**config.mk**
```make
export PLATFORM = sky130hd
export DESIGN_NAME = microwire_eeprom_word_reader
export DESIGN_NICKNAME = d
export VERILOG_FILES = /design/src/hw/rtl/mwr_pkg.sv /design/src/hw/rtl/mwr_in_stage.sv /design/src/hw/rtl/mwr_seq.sv /design/src/hw/rtl/microwire_eeprom_word_reader.sv
export SDC_FILE = /design/constraint.sdc
export NUM_CORES = 1
export LEC_CHECK = 0
export BUFFER_PORTS_ARGS = -buffer_cell sky130_fd_sc_hd__buf_2
export CORE_ASPECT_RATIO = 0.8
export CORE_MARGIN = 2
export CORE_UTILIZATION = 54
export CTS_CLUSTER_DIAMETER = 120
export DETAILED_ROUTE_END_ITERATION = 16
export MAX_ROUTING_LAYER = met4
export PLACE_DENSITY_LB_ADDON = 0.25
export SYNTH_ARGS = -nofsm -noshare
export SYNTH_HDL_FRONTEND = slang
export SYNTH_HIERARCHICAL = 1
export SYNTH_SLANG_ARGS = --single-unit
```
**constraint.sdc**
```tcl
create_clock -name clk -period 4.5 [get_ports clk]
set_input_delay 0.225 -clock clk [delete_from_list [all_inputs] [get_ports clk]]
set_output_delay 0.225 -clock clk [all_outputs]
set_load 0.02 [all_outputs]
```
**src/hw/rtl/mwr_pkg.sv**
```systemverilog
// mwr_pkg: shared types and constants for the microwire eeprom word reader
// item and result structs, pin phase numbering and the read command opcode
// no dependencies
`timescale 1ns / 1ps

package mwr_pkg;

	localparam int ADDRESS_BITS = 6;
	localparam int WORD_BITS    = 16;
	localparam int SETTLE_BITS  = 16;
	localparam int CMD_BITS     = ADDRESS_BITS + 3;
	localparam int PHASE_BITS   = 6;

	// phase numbering: deselect, select, command bits, data pulses, final deselect
	localparam logic [PHASE_BITS-1:0] PH_CMD0  = PHASE_BITS'(2);
	localparam logic [PHASE_BITS-1:0] PH_DATA0 = PHASE_BITS'(2 + 2 * CMD_BITS);
	localparam logic [PHASE_BITS-1:0] PH_LAST  = PHASE_BITS'(2 + 2 * CMD_BITS + 2 * WORD_BITS);

	// start bit and read opcode in front of the address
	localparam logic [2:0] READ_PREFIX = 3'b110;

	localparam logic [SETTLE_BITS-1:0] SETTLE_RESET = SETTLE_BITS'(200);

	typedef struct packed {
		logic                    start_req;
		logic [ADDRESS_BITS-1:0] address;
		logic                    do_pin;
	} in_item_t;

	typedef struct packed {
		logic                 cs_pin;
		logic                 clk_pin;
		logic                 di_pin;
		logic                 busy_res;
		logic                 word_valid;
		logic [WORD_BITS-1:0] word;
	} out_item_t;

endpackage

```
**src/hw/rtl/mwr_in_stage.sv**
```systemverilog
// mwr_in_stage: input register of the word reader
// holds one tick item until the sequencer takes it; depends on mwr_pkg
`timescale 1ns / 1ps

module mwr_in_stage import mwr_pkg::*; (
	input  logic     clk,
	input  logic     arst_n,
	input  logic     in_valid,
	output logic     in_stall,
	input  in_item_t in_data,
	input  logic     advance,
	output logic     valid_s1,
	output in_item_t item_s1
);

	logic take;

	// stall only while a held item cannot move on
	assign in_stall = valid_s1 && !advance;
	assign take     = in_valid && !in_stall;

	// valid flag
	always_ff @(posedge clk or negedge arst_n) begin
		if (!arst_n) begin
			valid_s1 <= 1'b0;
		end else if (take) begin
			valid_s1 <= 1'b1;
		end else if (advance) begin
			valid_s1 <= 1'b0;
		end
	end

	// payload capture on transfer
	always_ff @(posedge clk) begin
		if (take) begin
			item_s1 <= in_data;
		end
	end

endmodule

```
**src/hw/rtl/mwr_seq.sv**
```systemverilog
// mwr_seq: pin phase sequencer of the word reader
// keeps phase, hold count and shift registers; gives one result per tick
// depends on mwr_pkg
`timescale 1ns / 1ps

module mwr_seq import mwr_pkg::*; (
	input  logic                   clk,
	input  logic                   arst_n,
	input  logic                   advance,
	input  in_item_t               item,
	input  logic [SETTLE_BITS-1:0] settle,
	output out_item_t              result
);

	logic [PHASE_BITS-1:0]  phase_q, phase_d, phase_e, rel;
	logic [SETTLE_BITS-1:0] hold_q, hold_d, hold_e, hold_inc, limit;
	logic [CMD_BITS-1:0]    cmd_q, cmd_d, cmd_e;
	logic [WORD_BITS-1:0]   data_q, data_d, data_e;
	logic                   active_q, active_d, active_e;
	logic                   start_take, done, valid;
	logic                   cs, sclk, di;
	logic [3:0]             bit_sel;

	// start is taken only while idle
	assign start_take = !active_q && item.start_req;
	assign active_e   = active_q || start_take;
	assign phase_e    = start_take ? '0 : phase_q;
	assign hold_e     = start_take ? '0 : hold_q;
	assign cmd_e      = start_take ? {READ_PREFIX, item.address} : cmd_q;
	assign data_e     = start_take ? '0 : data_q;

	// pin levels of the current phase
	assign rel     = phase_e - PH_CMD0;
	assign bit_sel = 4'(CMD_BITS - 1) - {1'b0, rel[3:1]} - {rel[4], 3'b000};
	always_comb begin
		cs   = 1'b0;
		sclk = 1'b0;
		di   = 1'b0;
		if (active_e && phase_e != '0 && phase_e < PH_LAST) begin
			cs = 1'b1;
			if (phase_e >= PH_CMD0) begin
				sclk = rel[0];
				if (phase_e < PH_DATA0) begin
					di = cmd_e[bit_sel];
				end
			end
		end
	end

	// hold counting and phase stepping
	assign limit    = (settle == '0) ? SETTLE_BITS'(1) : settle;
	assign hold_inc = hold_e + SETTLE_BITS'(1);
	assign done     = hold_inc >= limit;

	always_comb begin
		phase_d  = phase_e;
		hold_d   = hold_e;
		cmd_d    = cmd_e;
		data_d   = data_e;
		active_d = active_e;
		valid    = 1'b0;
		if (active_e) begin
			if (done) begin
				hold_d = '0;
				if (phase_e >= PH_DATA0 && phase_e < PH_LAST && rel[0]) begin
					data_d = {data_e[WORD_BITS-2:0], item.do_pin};
				end
				if (phase_e >= PH_LAST) begin
					active_d = 1'b0;
					phase_d  = '0;
					valid    = 1'b1;
				end else begin
					phase_d = phase_e + PHASE_BITS'(1);
				end
			end else begin
				hold_d = hold_inc;
			end
		end
	end

	// sequencer state
	always_ff @(posedge clk or negedge arst_n) begin
		if (!arst_n) begin
			phase_q  <= '0;
			hold_q   <= '0;
			cmd_q    <= '0;
			data_q   <= '0;
			active_q <= 1'b0;
		end else if (advance) begin
			phase_q  <= phase_d;
			hold_q   <= hold_d;
			cmd_q    <= cmd_d;
			data_q   <= data_d;
			active_q <= active_d;
		end
	end

	assign result.cs_pin     = cs;
	assign result.clk_pin    = sclk;
	assign result.di_pin     = di;
	assign result.busy_res   = active_d;
	assign result.word_valid = valid;
	assign result.word       = data_d;

endmodule

```
**src/hw/rtl/microwire_eeprom_word_reader.sv**
```systemverilog
// microwire_eeprom_word_reader: top level of the microwire word read master
// settle register, input stage, sequencer and result register
// depends on mwr_pkg, mwr_in_stage, mwr_seq
`timescale 1ns / 1ps

// Each input transfer is one tick of the pin sequencer and gives exactly
// one result transfer with the pin levels, busy flag, word-valid pulse and
// the data shift register. A start request while idle latches the address
// and runs 53 pin phases, each held settle_ticks ticks (0 acts as 1).
// Channels: in_valid/in_stall/in_data and out_valid/out_stall/out_data;
// a transfer happens on a rising edge with valid high and stall low.
// cfg_valid/cfg_ready/cfg_data writes settle_ticks; cfg_ready is always
// high, and writes are expected only while no tick is in flight.
// A tick taken into the input register shows on out_data after it moves
// into the result register. Throughput: one tick per cycle while out_stall
// is low, set by the single input and result registers around the sequencer.
// A stall on the output holds the result; the input stalls only when the
// input register is full and cannot move into the result register.
// Reset clears the sequencer to idle, empties both registers and loads
// settle_ticks with 200.
module microwire_eeprom_word_reader import mwr_pkg::*; (
	input  logic                   clk,
	input  logic                   arst_n,
	input  logic                   in_valid,
	output logic                   in_stall,
	input  in_item_t               in_data,
	output logic                   out_valid,
	input  logic                   out_stall,
	output out_item_t              out_data,
	input  logic                   cfg_valid,
	output logic                   cfg_ready,
	input  logic [SETTLE_BITS-1:0] cfg_data
);

	logic                   valid_s1, advance, out_valid_s2;
	in_item_t               item_s1;
	out_item_t              result, result_s2;
	logic [SETTLE_BITS-1:0] settle_q;

	// settle register write
	assign cfg_ready = 1'b1;
	always_ff @(posedge clk or negedge arst_n) begin
		if (!arst_n) begin
			settle_q <= SETTLE_RESET;
		end else if (cfg_valid && cfg_ready) begin
			settle_q <= cfg_data;
		end
	end

	// move when the result register is empty or being drained
	assign advance = valid_s1 && (!out_valid_s2 || !out_stall);

	mwr_in_stage u_in_stage (
		.clk      (clk),
		.arst_n   (arst_n),
		.in_valid (in_valid),
		.in_stall (in_stall),
		.in_data  (in_data),
		.advance  (advance),
		.valid_s1 (valid_s1),
		.item_s1  (item_s1)
	);

	mwr_seq u_seq (
		.clk     (clk),
		.arst_n  (arst_n),
		.advance (advance),
		.item    (item_s1),
		.settle  (settle_q),
		.result  (result)
	);

	// result register
	always_ff @(posedge clk or negedge arst_n) begin
		if (!arst_n) begin
			out_valid_s2 <= 1'b0;
		end else if (advance) begin
			out_valid_s2 <= 1'b1;
		end else if (!out_stall) begin
			out_valid_s2 <= 1'b0;
		end
	end

	always_ff @(posedge clk) begin
		if (advance) begin
			result_s2 <= result;
		end
	end

	assign out_valid = out_valid_s2;
	assign out_data  = result_s2;

endmodule
```
==> results.sh, run 1 <==
export IMPL_routed_via_density=5.92
export IMPL_insertion_delay_ns=0.34
export IMPL_status="finished clean"
export IMPL_ios=53
export IMPL_gr_usage_met3_pct=5.10
export IMPL_slew_headroom_pct=43.0
export IMPL_ys_warn_count=6
export IMPL_grt_pass1_vias=3853
export IMPL_reg2reg_depth=14
export IMPL_hold_path_depth=1
export IMPL_required_ns=4.57
export IMPL_antenna_found_initial=0
export IMPL_syn_cell_area_sq_um=5330
export IMPL_worst_setup_path_end_kind="flip-flop"
export IMPL_crit_type="flip-flop to flip-flop"
export IMPL_synth_seq_area_share_pct=47.4
export IMPL_busiest_layer="met2"
export IMPL_yosysUniqueCellTypes=65
export IMPL_hp_class="input port to flip-flop"
export IMPL_dr_pass1_iters=5
export IMPL_ys_seq_elements=95
export IMPL_syn_area_per_cell_sq_um=10.4
export IMPL_synthToLayoutAreaGrowth_pct=10.9
export IMPL_final_min_clock_period_ns=4.23
export IMPL_synth_cells=510
export IMPL_h_tree_depth=3
export IMPL_r2r_slack_ns=0.27
export IMPL_core_area_sq_um=9610
export IMPL_setup_tns_final_ns=0
export IMPL_fin_worst_hold_slack_ns=0.0564
export IMPL_min_delay_start="in_data[0]"
export IMPL_maxCapViolCount=0
export IMPL_clk_pin_slew_worst_paths_ns=0.07
export IMPL_fin_crit_sh_pct=93.9
export IMPL_io_buffers=51
export IMPL_ctsHoldBuffers=0
export IMPL_ir_drop_uv=225
export IMPL_finalHoldViolCount=0
export IMPL_use_met2_pct=34.7
export IMPL_synth_edf_count=29
export IMPL_grt_max_degree=67
export IMPL_reg2reg_from="u_seq/active_q"
export IMPL_final_nets=604
export IMPL_reg2reg_to="out_data[0]"
export IMPL_drtAntennaViolNets=0
export IMPL_finalSetupViolCount=0
export IMPL_start_util_pct=55.4
export IMPL_die_x_microns=115
export IMPL_place_detailed_hpwl_microns=7890
export IMPL_wire_per_inst_microns=16.9
export IMPL_dieArea_sq_um=10700
export IMPL_cts_tree="done"
export IMPL_num_rows=32
export IMPL_stdcell_count=675
export IMPL_grt_usage_pct=23.4
export IMPL_startpoint_type="flip-flop"
export IMPL_drt_initial_drc_count=388
export IMPL_wl_microns=11400
export IMPL_globalRouteMet1Util_pct=32.8
export IMPL_fin_skew_ns=0.0101
export IMPL_drcViolationCount=0
export IMPL_clock_fmax_mhz=237
export IMPL_utilization_pct=61.5
export IMPL_post_cts_resized=0
export IMPL_place_inst=659
export IMPL_place_gp_congestion=0.886
export IMPL_vias=3994
export IMPL_crit_fanout=12
export IMPL_nFillCells=813
export IMPL_synth_flop_cell="dfrtp_1"
export IMPL_rsz0062_at_grt="no"
export IMPL_synthesis_nets=563
export IMPL_cts_made_buffers=9
export IMPL_powerDensity_nw_per_um2=472
export IMPL_num_antenna_cells=0
export IMPL_worst_slew_pin_slew_ns=0.855
export IMPL_p_leak_nw=2.72
export IMPL_cp_arrival_ns=4.30
export IMPL_die_y_microns=92.8
export IMPL_layout_drive_gt1_share_pct=22.1
export IMPL_min_to="u_in_stage/item_s1[0]"
export IMPL_clock_path_buffers=2
export IMPL_grt_pass1_wl_microns=19100
export IMPL_cts_setup_buffers=0
export IMPL_drv_slew=0
export IMPL_cts_sinks=95
export IMPL_synthArstFlopShare_pct=69.5
export IMPL_root_buffer="clkbuf_16"
export IMPL_finalPower_mw=2.79
export IMPL_grt_ovfl_total=0
## worst max-delay path, cell delays in order, from the launching register on
cell and delay, ns:
dfrtp_1 0.53, nand2b_1 0.33, and2_1 0.23, ha_1 0.22, nand4_1 0.18, nor3_1 0.28, xnor2_1 0.15, nor2_1 0.08
ha_1 0.36, nand4_2 0.15, nor3_4 0.30, nand2_1 0.24, a31oi_1 0.49, mux2i_1 0.25, o221ai_1 0.16
## synth_stat cells (all sizes together) (6+ instances only)
master | instances | area share, %
o21ai | 28 | 2.6
inv | 36 | 2.5
a22o | 8 | 1.3
xnor2 | 10 | 1.6
nand2 | 51 | 3.6
buf | 17 | 2.5
a31oi | 6 | 0.70
dfrtp | 63 | 30
mux2i | 15 | 2.8
clkbuf | 14 | 0.99
edfxtp | 29 | 16
mux2 | 30 | 7.0
nor3 | 9 | 1.1
nand2b | 7 | 0.96
nor2 | 24 | 1.7
nand3 | 28 | 3.1
ha | 24 | 5.6
and3 | 7 | 0.82
a21oi | 33 | 3.1
## sequential cells by signal, indices dropped and copies added, names as in the netlist
| register | flops |
|---|---|
| out_data | 21 |
| out_valid | 1 |
| settle_q | 16 |
| u_in_stage/item_s1 | 8 |
| u_in_stage/valid_s1 | 1 |
| u_seq/active_q | 1 |
| u_seq/cmd_q | 9 |
| u_seq/data_q | 16 |
| u_seq/hold_q | 16 |
| u_seq/phase_q | 6 |
## cells by family (layout without fill, tap and decap cells)
group,count (synthesis),count (layout),synth area share [%]
simple gates,156,156,15.6
fa+ha+maj,24,24,5.64
flops,95,95,47.4
mux,45,45,9.86
compound gates,108,108,13.1
xor+xnor,14,14,2.30
other cells,1,1,0.0704
buf+inv,67,113,5.99
## worst max path at each step
stage | from | to | slack (ns) | cells after the start
floorplan | u_in_stage/item_s1[7] | u_seq/data_q[12] | 0.32 | 17
global placement | u_seq/active_q | out_data[0] | 0.42 | 14
detailed placement | u_seq/active_q | out_data[0] | 0.36 | 14
CTS | u_seq/active_q | out_data[0] | 0.32 | 14
global route | u_seq/active_q | out_data[0] | 0.008 | 14
finish | u_seq/active_q | out_data[0] | 0.27 | 14
## final cells by class
type,count,area (sq um),area share (%)
Clock buffer,10,229,3.87
Clock inverter,6,45.0,0.762
Inverter,36,135,2.29
Multi-Input combinational cell,348,2500,42.2
Sequential cell,95,2530,42.7
Tap cell,119,149,2.52
Timing Repair Buffer,61,330,5.59
## metal layers
layer / part of all wire [%] / vias to the layer above
met1: 48 / 1950
li1: - / 1896
met3: 6.1 / 9
met5: 0 / -
met2: 45 / 139
met4: 0.89 / 0
## cells in the final DEF, fill, tap and decap left out, types with 3 or more instances in the layout
master / netlist / final
nand4_1: 4 / 4
dfrtp_1: 63 / 63
xor2_1: 4 / 4
a21o_1: 4 / 4
buf_2: 5 / 51
and2_1: 3 / 3
nor2_1: 23 / 23
clkinvlp_4: 0 / 3
nand3_1: 26 / 26
clkbuf_16: 0 / 9
dfstp_2: 3 / 3
mux2_2: 18 / 18
mux2_4: 10 / 10
o31ai_1: 5 / 5
mux2i_1: 15 / 15
nor4_1: 4 / 4
a22o_1: 8 / 8
nand2b_1: 6 / 6
o22ai_1: 4 / 4
edfxtp_1: 29 / 29
buf_4: 6 / 10
a31oi_1: 6 / 6
ha_1: 24 / 24
xnor2_1: 10 / 10
o21ai_0: 27 / 27
a21oi_1: 33 / 33
inv_1: 36 / 36
nor3_1: 8 / 8
nand2_1: 51 / 51
and3_1: 7 / 7
or2_2: 3 / 3
## power by group
group | total, mW | internal (mW) | switching [mW]
combinational | 0.862 | 0.359 | 0.503
clock | 0.706 | 0.377 | 0.330
sequential | 1.22 | 1.08 | 0.138
## metrics by stage
step	setup slack, ns	area (sq um)
after global routing	0.00774	5910
final	0.273	5910
after CTS	0.322	5910
after detailed placement	0.357	5640
after global placement	0.422	5640
after floorplan	0.320	5330
No activity file was read; power rests on OpenSTA's default activity.
==> run 2: changes to the inputs <==
- SETUP_SLACK_MARGIN: unset -> 0.4
==> run 2 against run 1 <==
  * Fmax grew 7.5%
  * Largest power group unchanged
  * Via count shrank 1.3%
  * Global-route usage shrank 0.64 points
  * Hold slack is essentially flat
  * Utilization grew 0.90 points
  * Sequential power is essentially flat
  * Largest cell class unchanged
  * Register-to-register slack gained 0.30 ns
  * Wire length shrank 2.3%
==> results.sh, run 2 (synthesis results as in run 1) <==
export IMPL_crit_fanout=12
export IMPL_fin_area_sq_um=6000
export IMPL_reg2reg_from="u_seq/active_q"
export IMPL_wl_microns=11200
export IMPL_hp_class="input port to asynchronous set/reset pin"
export IMPL_final_common_cell="dfrtp_1"
export IMPL_num_antenna_cells=0
export IMPL_stdcell_count=678
export IMPL_p_leak_nw=2.75
export IMPL_maxCapViolCount=0
export IMPL_grt_usage_pct=22.8
export IMPL_dpl_worst_slack_ns=0.380
export IMPL_dieArea_sq_um=10700
export IMPL_setup_worst_path_start="u_seq/active_q"
export IMPL_final_min_clock_period_ns=3.93
export IMPL_clkPwrFrac_pct=28.1
export IMPL_wl_met3_microns=690
export IMPL_startpoint_type="flip-flop"
export IMPL_cp_arrival_ns=4.18
export IMPL_drcViolationCount=0
export IMPL_final_cell_mix="62 x dfrtp_1, 51 x buf_2, 50 x nand2_1, 36 x inv_1, 33 x a21oi_1"
export IMPL_powerDensity_nw_per_um2=483
export IMPL_dr_wl_met2_microns=4930
export IMPL_drt_initial_drc_count=515
export IMPL_fin_worst_hold_slack_ns=0.0563
export IMPL_cts_made_buffers=9
export IMPL_routed_via_density=5.81
export IMPL_internal_power_mw=1.93
export IMPL_insertion_delay_ns=0.35
export IMPL_highest_layer="met4"
export IMPL_start_util_pct=55.4
export IMPL_place_detailed_hpwl_microns=7710
export IMPL_dr_pass1_iters=5
export IMPL_vias=3941
export IMPL_crit_type="flip-flop to flip-flop"
export IMPL_finalSetupViolCount=0
export IMPL_p_seq_share_pct=42.1
export IMPL_cts_tree="done"
export IMPL_ir_drop_uv=333
export IMPL_h_tree_depth=3
export IMPL_worst_slew_pin_slew_ns=0.845
export IMPL_num_rows=32
export IMPL_core_area_sq_um=9610
export IMPL_slowest_delay_ns=0.51
export IMPL_power_switching_mw=0.964
export IMPL_drtAntennaViolNets=0
export IMPL_grt_ovfl_total=0
export IMPL_die_y_microns=92.8
export IMPL_ios=53
export IMPL_place_area_sq_um=5640
export IMPL_clk_pin_slew_worst_paths_ns=0.06
export IMPL_io_buffers=51
export IMPL_required_ns=4.75
export IMPL_drv_slew=0
export IMPL_fin_crit_sh_pct=87.4
export IMPL_wl_met1_microns=5360
export IMPL_layout_drive_gt1_share_pct=23.3
export IMPL_clock_fmax_mhz=254
export IMPL_fin_ws_ns=0.569
export IMPL_antenna_found_initial=0
export IMPL_largest_reg_flops=21
export IMPL_status="finished clean"
export IMPL_synthToLayoutAreaGrowth_pct=12.6
export IMPL_comb_power_share_pct=29.9
export IMPL_crit_chain="nand2b_2 -> and2_1 -> ha_1 -> nand4_1 -> buf_4 -> or3_1 -> a21oi_1 -> ha_1 -> a21oi_1 -> nor3_1 -> a2111oi_4 -> buf_4 -> and3_2 -> or4_1 -> o221ai_1"
export IMPL_nFillCells=785
export IMPL_worst_setup_path_end_kind="flip-flop"
export IMPL_rsz0062_at_grt="yes"
export IMPL_place_inst=659
export IMPL_cts_sinks=95
export IMPL_clock_path_buffers=2
export IMPL_fin_skew_ns=0.00896
export IMPL_finalHoldViolCount=0
export IMPL_grt_max_degree=67
export IMPL_slew_headroom_pct=43.7
export IMPL_setup_tns_final_ns=0
export IMPL_grt_pass1_vias=3826
export IMPL_grt_pass1_wl_microns=18500
export IMPL_root_buffer="clkbuf_16"
export IMPL_place_gp_congestion=0.911
export IMPL_die_x_microns=115
export IMPL_ctsHoldBuffers=0
export IMPL_netSwitchingFraction_pct=33.3
export IMPL_final_nets=607
export IMPL_wire_per_inst_microns=16.4
export IMPL_worst_path_max_delay_cell="or4_1"
==> run 2: cell type report <==
cell class	instances	area, sq um	share of cell area (%)
sequential	95	2530	42.1
multi-input combinational	348	2520	42.0
timing repair buffer	64	353	5.88
clock buffer	10	229	3.82
tap	119	149	2.48
inverter	36	135	2.25
clock inverter	6	86.3	1.44
==> run 2: layer usage <==
layer | vias up | GRT usage (%)
met4 | 0 | 7.63
met3 | 17 | 5.50
met1 | 1872 | 32.2
met2 | 150 | 32.3
met5 | - | -
li1 | 1902 | -
==> run 2: timing repair <==
action,in CTS,in global routing
buffers inserted,0,3
endpoints found under the setup margin,1,51
gates resized for setup,1,5
gates cloned,0,0
pin swaps,0,1
==> run 2: final timing paths <==
path / slack, ns / to / cells after the start
hold / removal: 0.06 / u_seq/cmd_q[2] / 2
min in group clk: 0.06 / u_in_stage/item_s1[2] / 1
hold reg to reg: 0.47 / u_seq/cmd_q[8] / 1
setup reg to reg: 0.57 / u_seq/phase_q[4] / 15
max in group asynchronous: 3.86 / u_seq/active_q / 2
setup / recovery: 0.57 / u_seq/phase_q[4] / 15
==> run 2: worst max-delay path: cells and delay by family (launching register included) <==
family / cells / cell delay (ns)
AOI/OAI and AO/OA: 4 / 0.48
buffers and inverters: 2 / 0.39
DFF: 1 / 0.47
adders and majority gates: 2 / 0.42
and+or+nand+nor: 7 / 2.07
==> run 2: power by group through the flow <==
stage | Clock, mW | Sequential, mW | Combinational (mW)
after floorplan | 0 | 1.23 | 0.634
after global placement | 0 | 1.23 | 0.821
after detailed placement | 0 | 1.23 | 0.851
after CTS | 0.827 | 1.22 | 0.854
after global routing | 0.851 | 1.24 | 0.957
final | 0.812 | 1.22 | 0.864
==> run 2: per-stage QoR <==
stage	total power, mW	util [%]
floorplan	1.86	-
global placement	2.05	58.7
detailed placement	2.08	58.7
CTS	2.90	62.0
global route	3.05	62.4
finish	2.89	62.4
==> run 3: changes to the inputs <==
- HOLD_SLACK_MARGIN: unset -> 0.05
- PLACE_DENSITY: unset -> 0.84
- PLACE_DENSITY_LB_ADDON: 0.25 -> unset
==> run 3 against run 2 <==
  * Clock-buffer cell count fell by 1
  * Worst setup slack improved by 0.034 ns
  * Combinational power rose by 2.8%
  * Critical path depth fell by 1
  * Die area did not move
  * Cell count rose by 0.29%
  * Clock power fell by 9.5%
  * Critical endpoint unchanged
  * Highest routed layer unchanged
==> results.sh, run 3 (synthesis results as in run 1) <==
export IMPL_status="finished clean"
export IMPL_startpoint_type="flip-flop"
export IMPL_crit_chain="nand2b_4 -> and2_1 -> ha_1 -> nand4_1 -> nor3_2 -> xnor2_1 -> nor2_1 -> ha_1 -> nand4_2 -> nor3_4 -> nand4b_4 -> and3_2 -> or4_1 -> o221ai_1"
export IMPL_hp_class="input port to asynchronous set/reset pin"
export IMPL_setup_tns_final_ns=0
export IMPL_powerDensity_nw_per_um2=473
export IMPL_start_util_pct=55.4
export IMPL_maxCapViolCount=0
export IMPL_worst_setup_path_end_kind="flip-flop"
export IMPL_drv_slew=0
export IMPL_reg2reg_depth=14
export IMPL_crit_type="flip-flop to flip-flop"
export IMPL_use_met2_pct=35.6
export IMPL_final_common_cell="dfrtp_1"
export IMPL_layout_drive_gt1_share_pct=24.1
export IMPL_finalHoldViolCount=0
export IMPL_die_x_microns=115
export IMPL_required_ns=4.76
export IMPL_fin_worst_hold_slack_ns=0.0561
export IMPL_globalRouteMet1Util_pct=30.9
export IMPL_vias=4080
export IMPL_core_area_sq_um=9610
export IMPL_wire_per_inst_microns=16.7
export IMPL_busiest_layer="met2"
export IMPL_clk_pin_slew_worst_paths_ns=0.07
export IMPL_root_buffer="clkbuf_16"
export IMPL_ir_drop_uv=259
export IMPL_ios=53
export IMPL_clock_fmax_mhz=257
export IMPL_num_antenna_cells=0
export IMPL_cts_made_buffers=9
export IMPL_final_min_clock_period_ns=3.90
export IMPL_drtAntennaViolNets=0
export IMPL_path_delay_family="simple AND/OR/NAND/NOR gates"
export IMPL_place_detailed_hpwl_microns=7610
export IMPL_grt_pass1_vias=3934
export IMPL_routed_via_density=6.00
export IMPL_antenna_found_initial=0
export IMPL_reg2reg_to="u_seq/phase_q[4]"
export IMPL_nFillCells=775
export IMPL_rsz0062_at_grt="no"
export IMPL_dieArea_sq_um=10700
export IMPL_gr_usage_met3_pct=4.12
export IMPL_final_nets=609
export IMPL_worst_slew_pin_slew_ns=1.02
export IMPL_drt_initial_drc_count=444
export IMPL_io_buffers=51
export IMPL_clock_path_buffers=2
export IMPL_grt_ovfl_total=0
export IMPL_slowest_delay_ns=0.53
export IMPL_reg2reg_from="u_in_stage/item_s1[7]"
export IMPL_crit_buf_inv=0
export IMPL_fin_crit_sh_pct=86.6
export IMPL_die_y_microns=92.8
export IMPL_cp_arrival_ns=4.15
export IMPL_slew_headroom_pct=31.5
export IMPL_synthToLayoutAreaGrowth_pct=12.8
export IMPL_drcViolationCount=0
export IMPL_place_gp_congestion=0.911
export IMPL_cp_common_cell="ha_1"
export IMPL_worst_path_max_delay_cell="or4_1"
export IMPL_final_cell_mix="62 x dfrtp_1, 51 x buf_2, 50 x nand2_1, 36 x inv_1, 33 x a21oi_1"
export IMPL_p_leak_nw=2.77
export IMPL_num_rows=32
export IMPL_grt_max_degree=67
export IMPL_cts_sinks=95
export IMPL_wl_microns=11400
export IMPL_fin_skew_ns=0.0124
export IMPL_finalSetupViolCount=0
export IMPL_r2r_slack_ns=0.60
export IMPL_grt_pass1_wl_microns=19000
export IMPL_largest_reg_flops=21
export IMPL_cts_tree="done"
export IMPL_insertion_delay_ns=0.34
export IMPL_crit_fanout=9
export IMPL_h_tree_depth=3
export IMPL_grt_usage_pct=22.9
export IMPL_dr_pass1_iters=5
run 3: cell types whose count changed in the layout (fill, tap and decap cells not counted), sizes merged:
| cell | delta |
|---|---|
| clkinv | +3 |
| clkinvlp | -3 |
| inv | +3 |
| bufinv | -2 |
| buf | +1 |
| clkbuf | -1 |
| dlygate4sd3 | +1 |
run 3: worst max path at each step:
stage                          startpoint          endpoint  slack (ns)  depth (start not counted)
floorplan           u_in_stage/item_s1[7]  u_seq/data_q[12]        0.50                         17
global placement           u_seq/active_q       out_data[0]        0.43                         14
detailed placement         u_seq/active_q  u_seq/phase_q[1]        0.29                         14
CTS                        u_seq/active_q  u_seq/phase_q[4]        0.40                         15
global route        u_in_stage/item_s1[7]  u_seq/phase_q[1]        0.41                         15
finish              u_in_stage/item_s1[7]  u_seq/phase_q[4]        0.60                         14
run 3: cell type report:
| class | count | area, sq um | area share [%] |
|---|---|---|---|
| Inverter | 36 | 135 | 2.25 |
| Clock inverter | 7 | 62.6 | 1.04 |
| Sequential cell | 95 | 2530 | 42.1 |
| Multi-Input combinational cell | 348 | 2540 | 42.2 |
| Clock buffer | 9 | 225 | 3.75 |
| Tap cell | 119 | 149 | 2.48 |
| Timing Repair Buffer | 66 | 370 | 6.17 |
run 3: layer usage:
metal | part of all wire (%) | vias to the layer above
li1 | - | 1913
met4 | 1.5 | 0
met3 | 5.4 | 17
met1 | 45 | 1992
met2 | 48 | 158
met5 | 0 | -
run 3: metrics by stage:
step           instance area [sq um]  utilization (%)  setup slack, ns  power, mW  cells
2_1_floorplan                   5330                -            0.499       1.86    510
3_3_place_gp                    5630             58.6            0.433       2.03    658
3_5_place_dp                    5630             58.6            0.295       2.07    658
4_1_cts                         5940             61.9            0.401       2.83    676
5_1_grt                         6010             62.5            0.411       3.01    680
6_report                        6010             62.5            0.603       2.84    680
run 3: repair_timing:
| action | in CTS | in global routing |
|---|---|---|
| pin swaps | 1 | 1 |
| resized for setup | 3 | 8 |
| endpoints found under the setup margin | 36 | 47 |
| hold endpoints to repair | 1 | 0 |
| setup buffers | 1 | 4 |
| hold buffers | 1 | 0 |
run 3: where the power goes:
part,internal (mW),switching [mW],total [mW]
sequential,1.08,0.136,1.22
clock,0.386,0.349,0.735
combinational,0.370,0.518,0.888
total,1.84,1.00,2.84
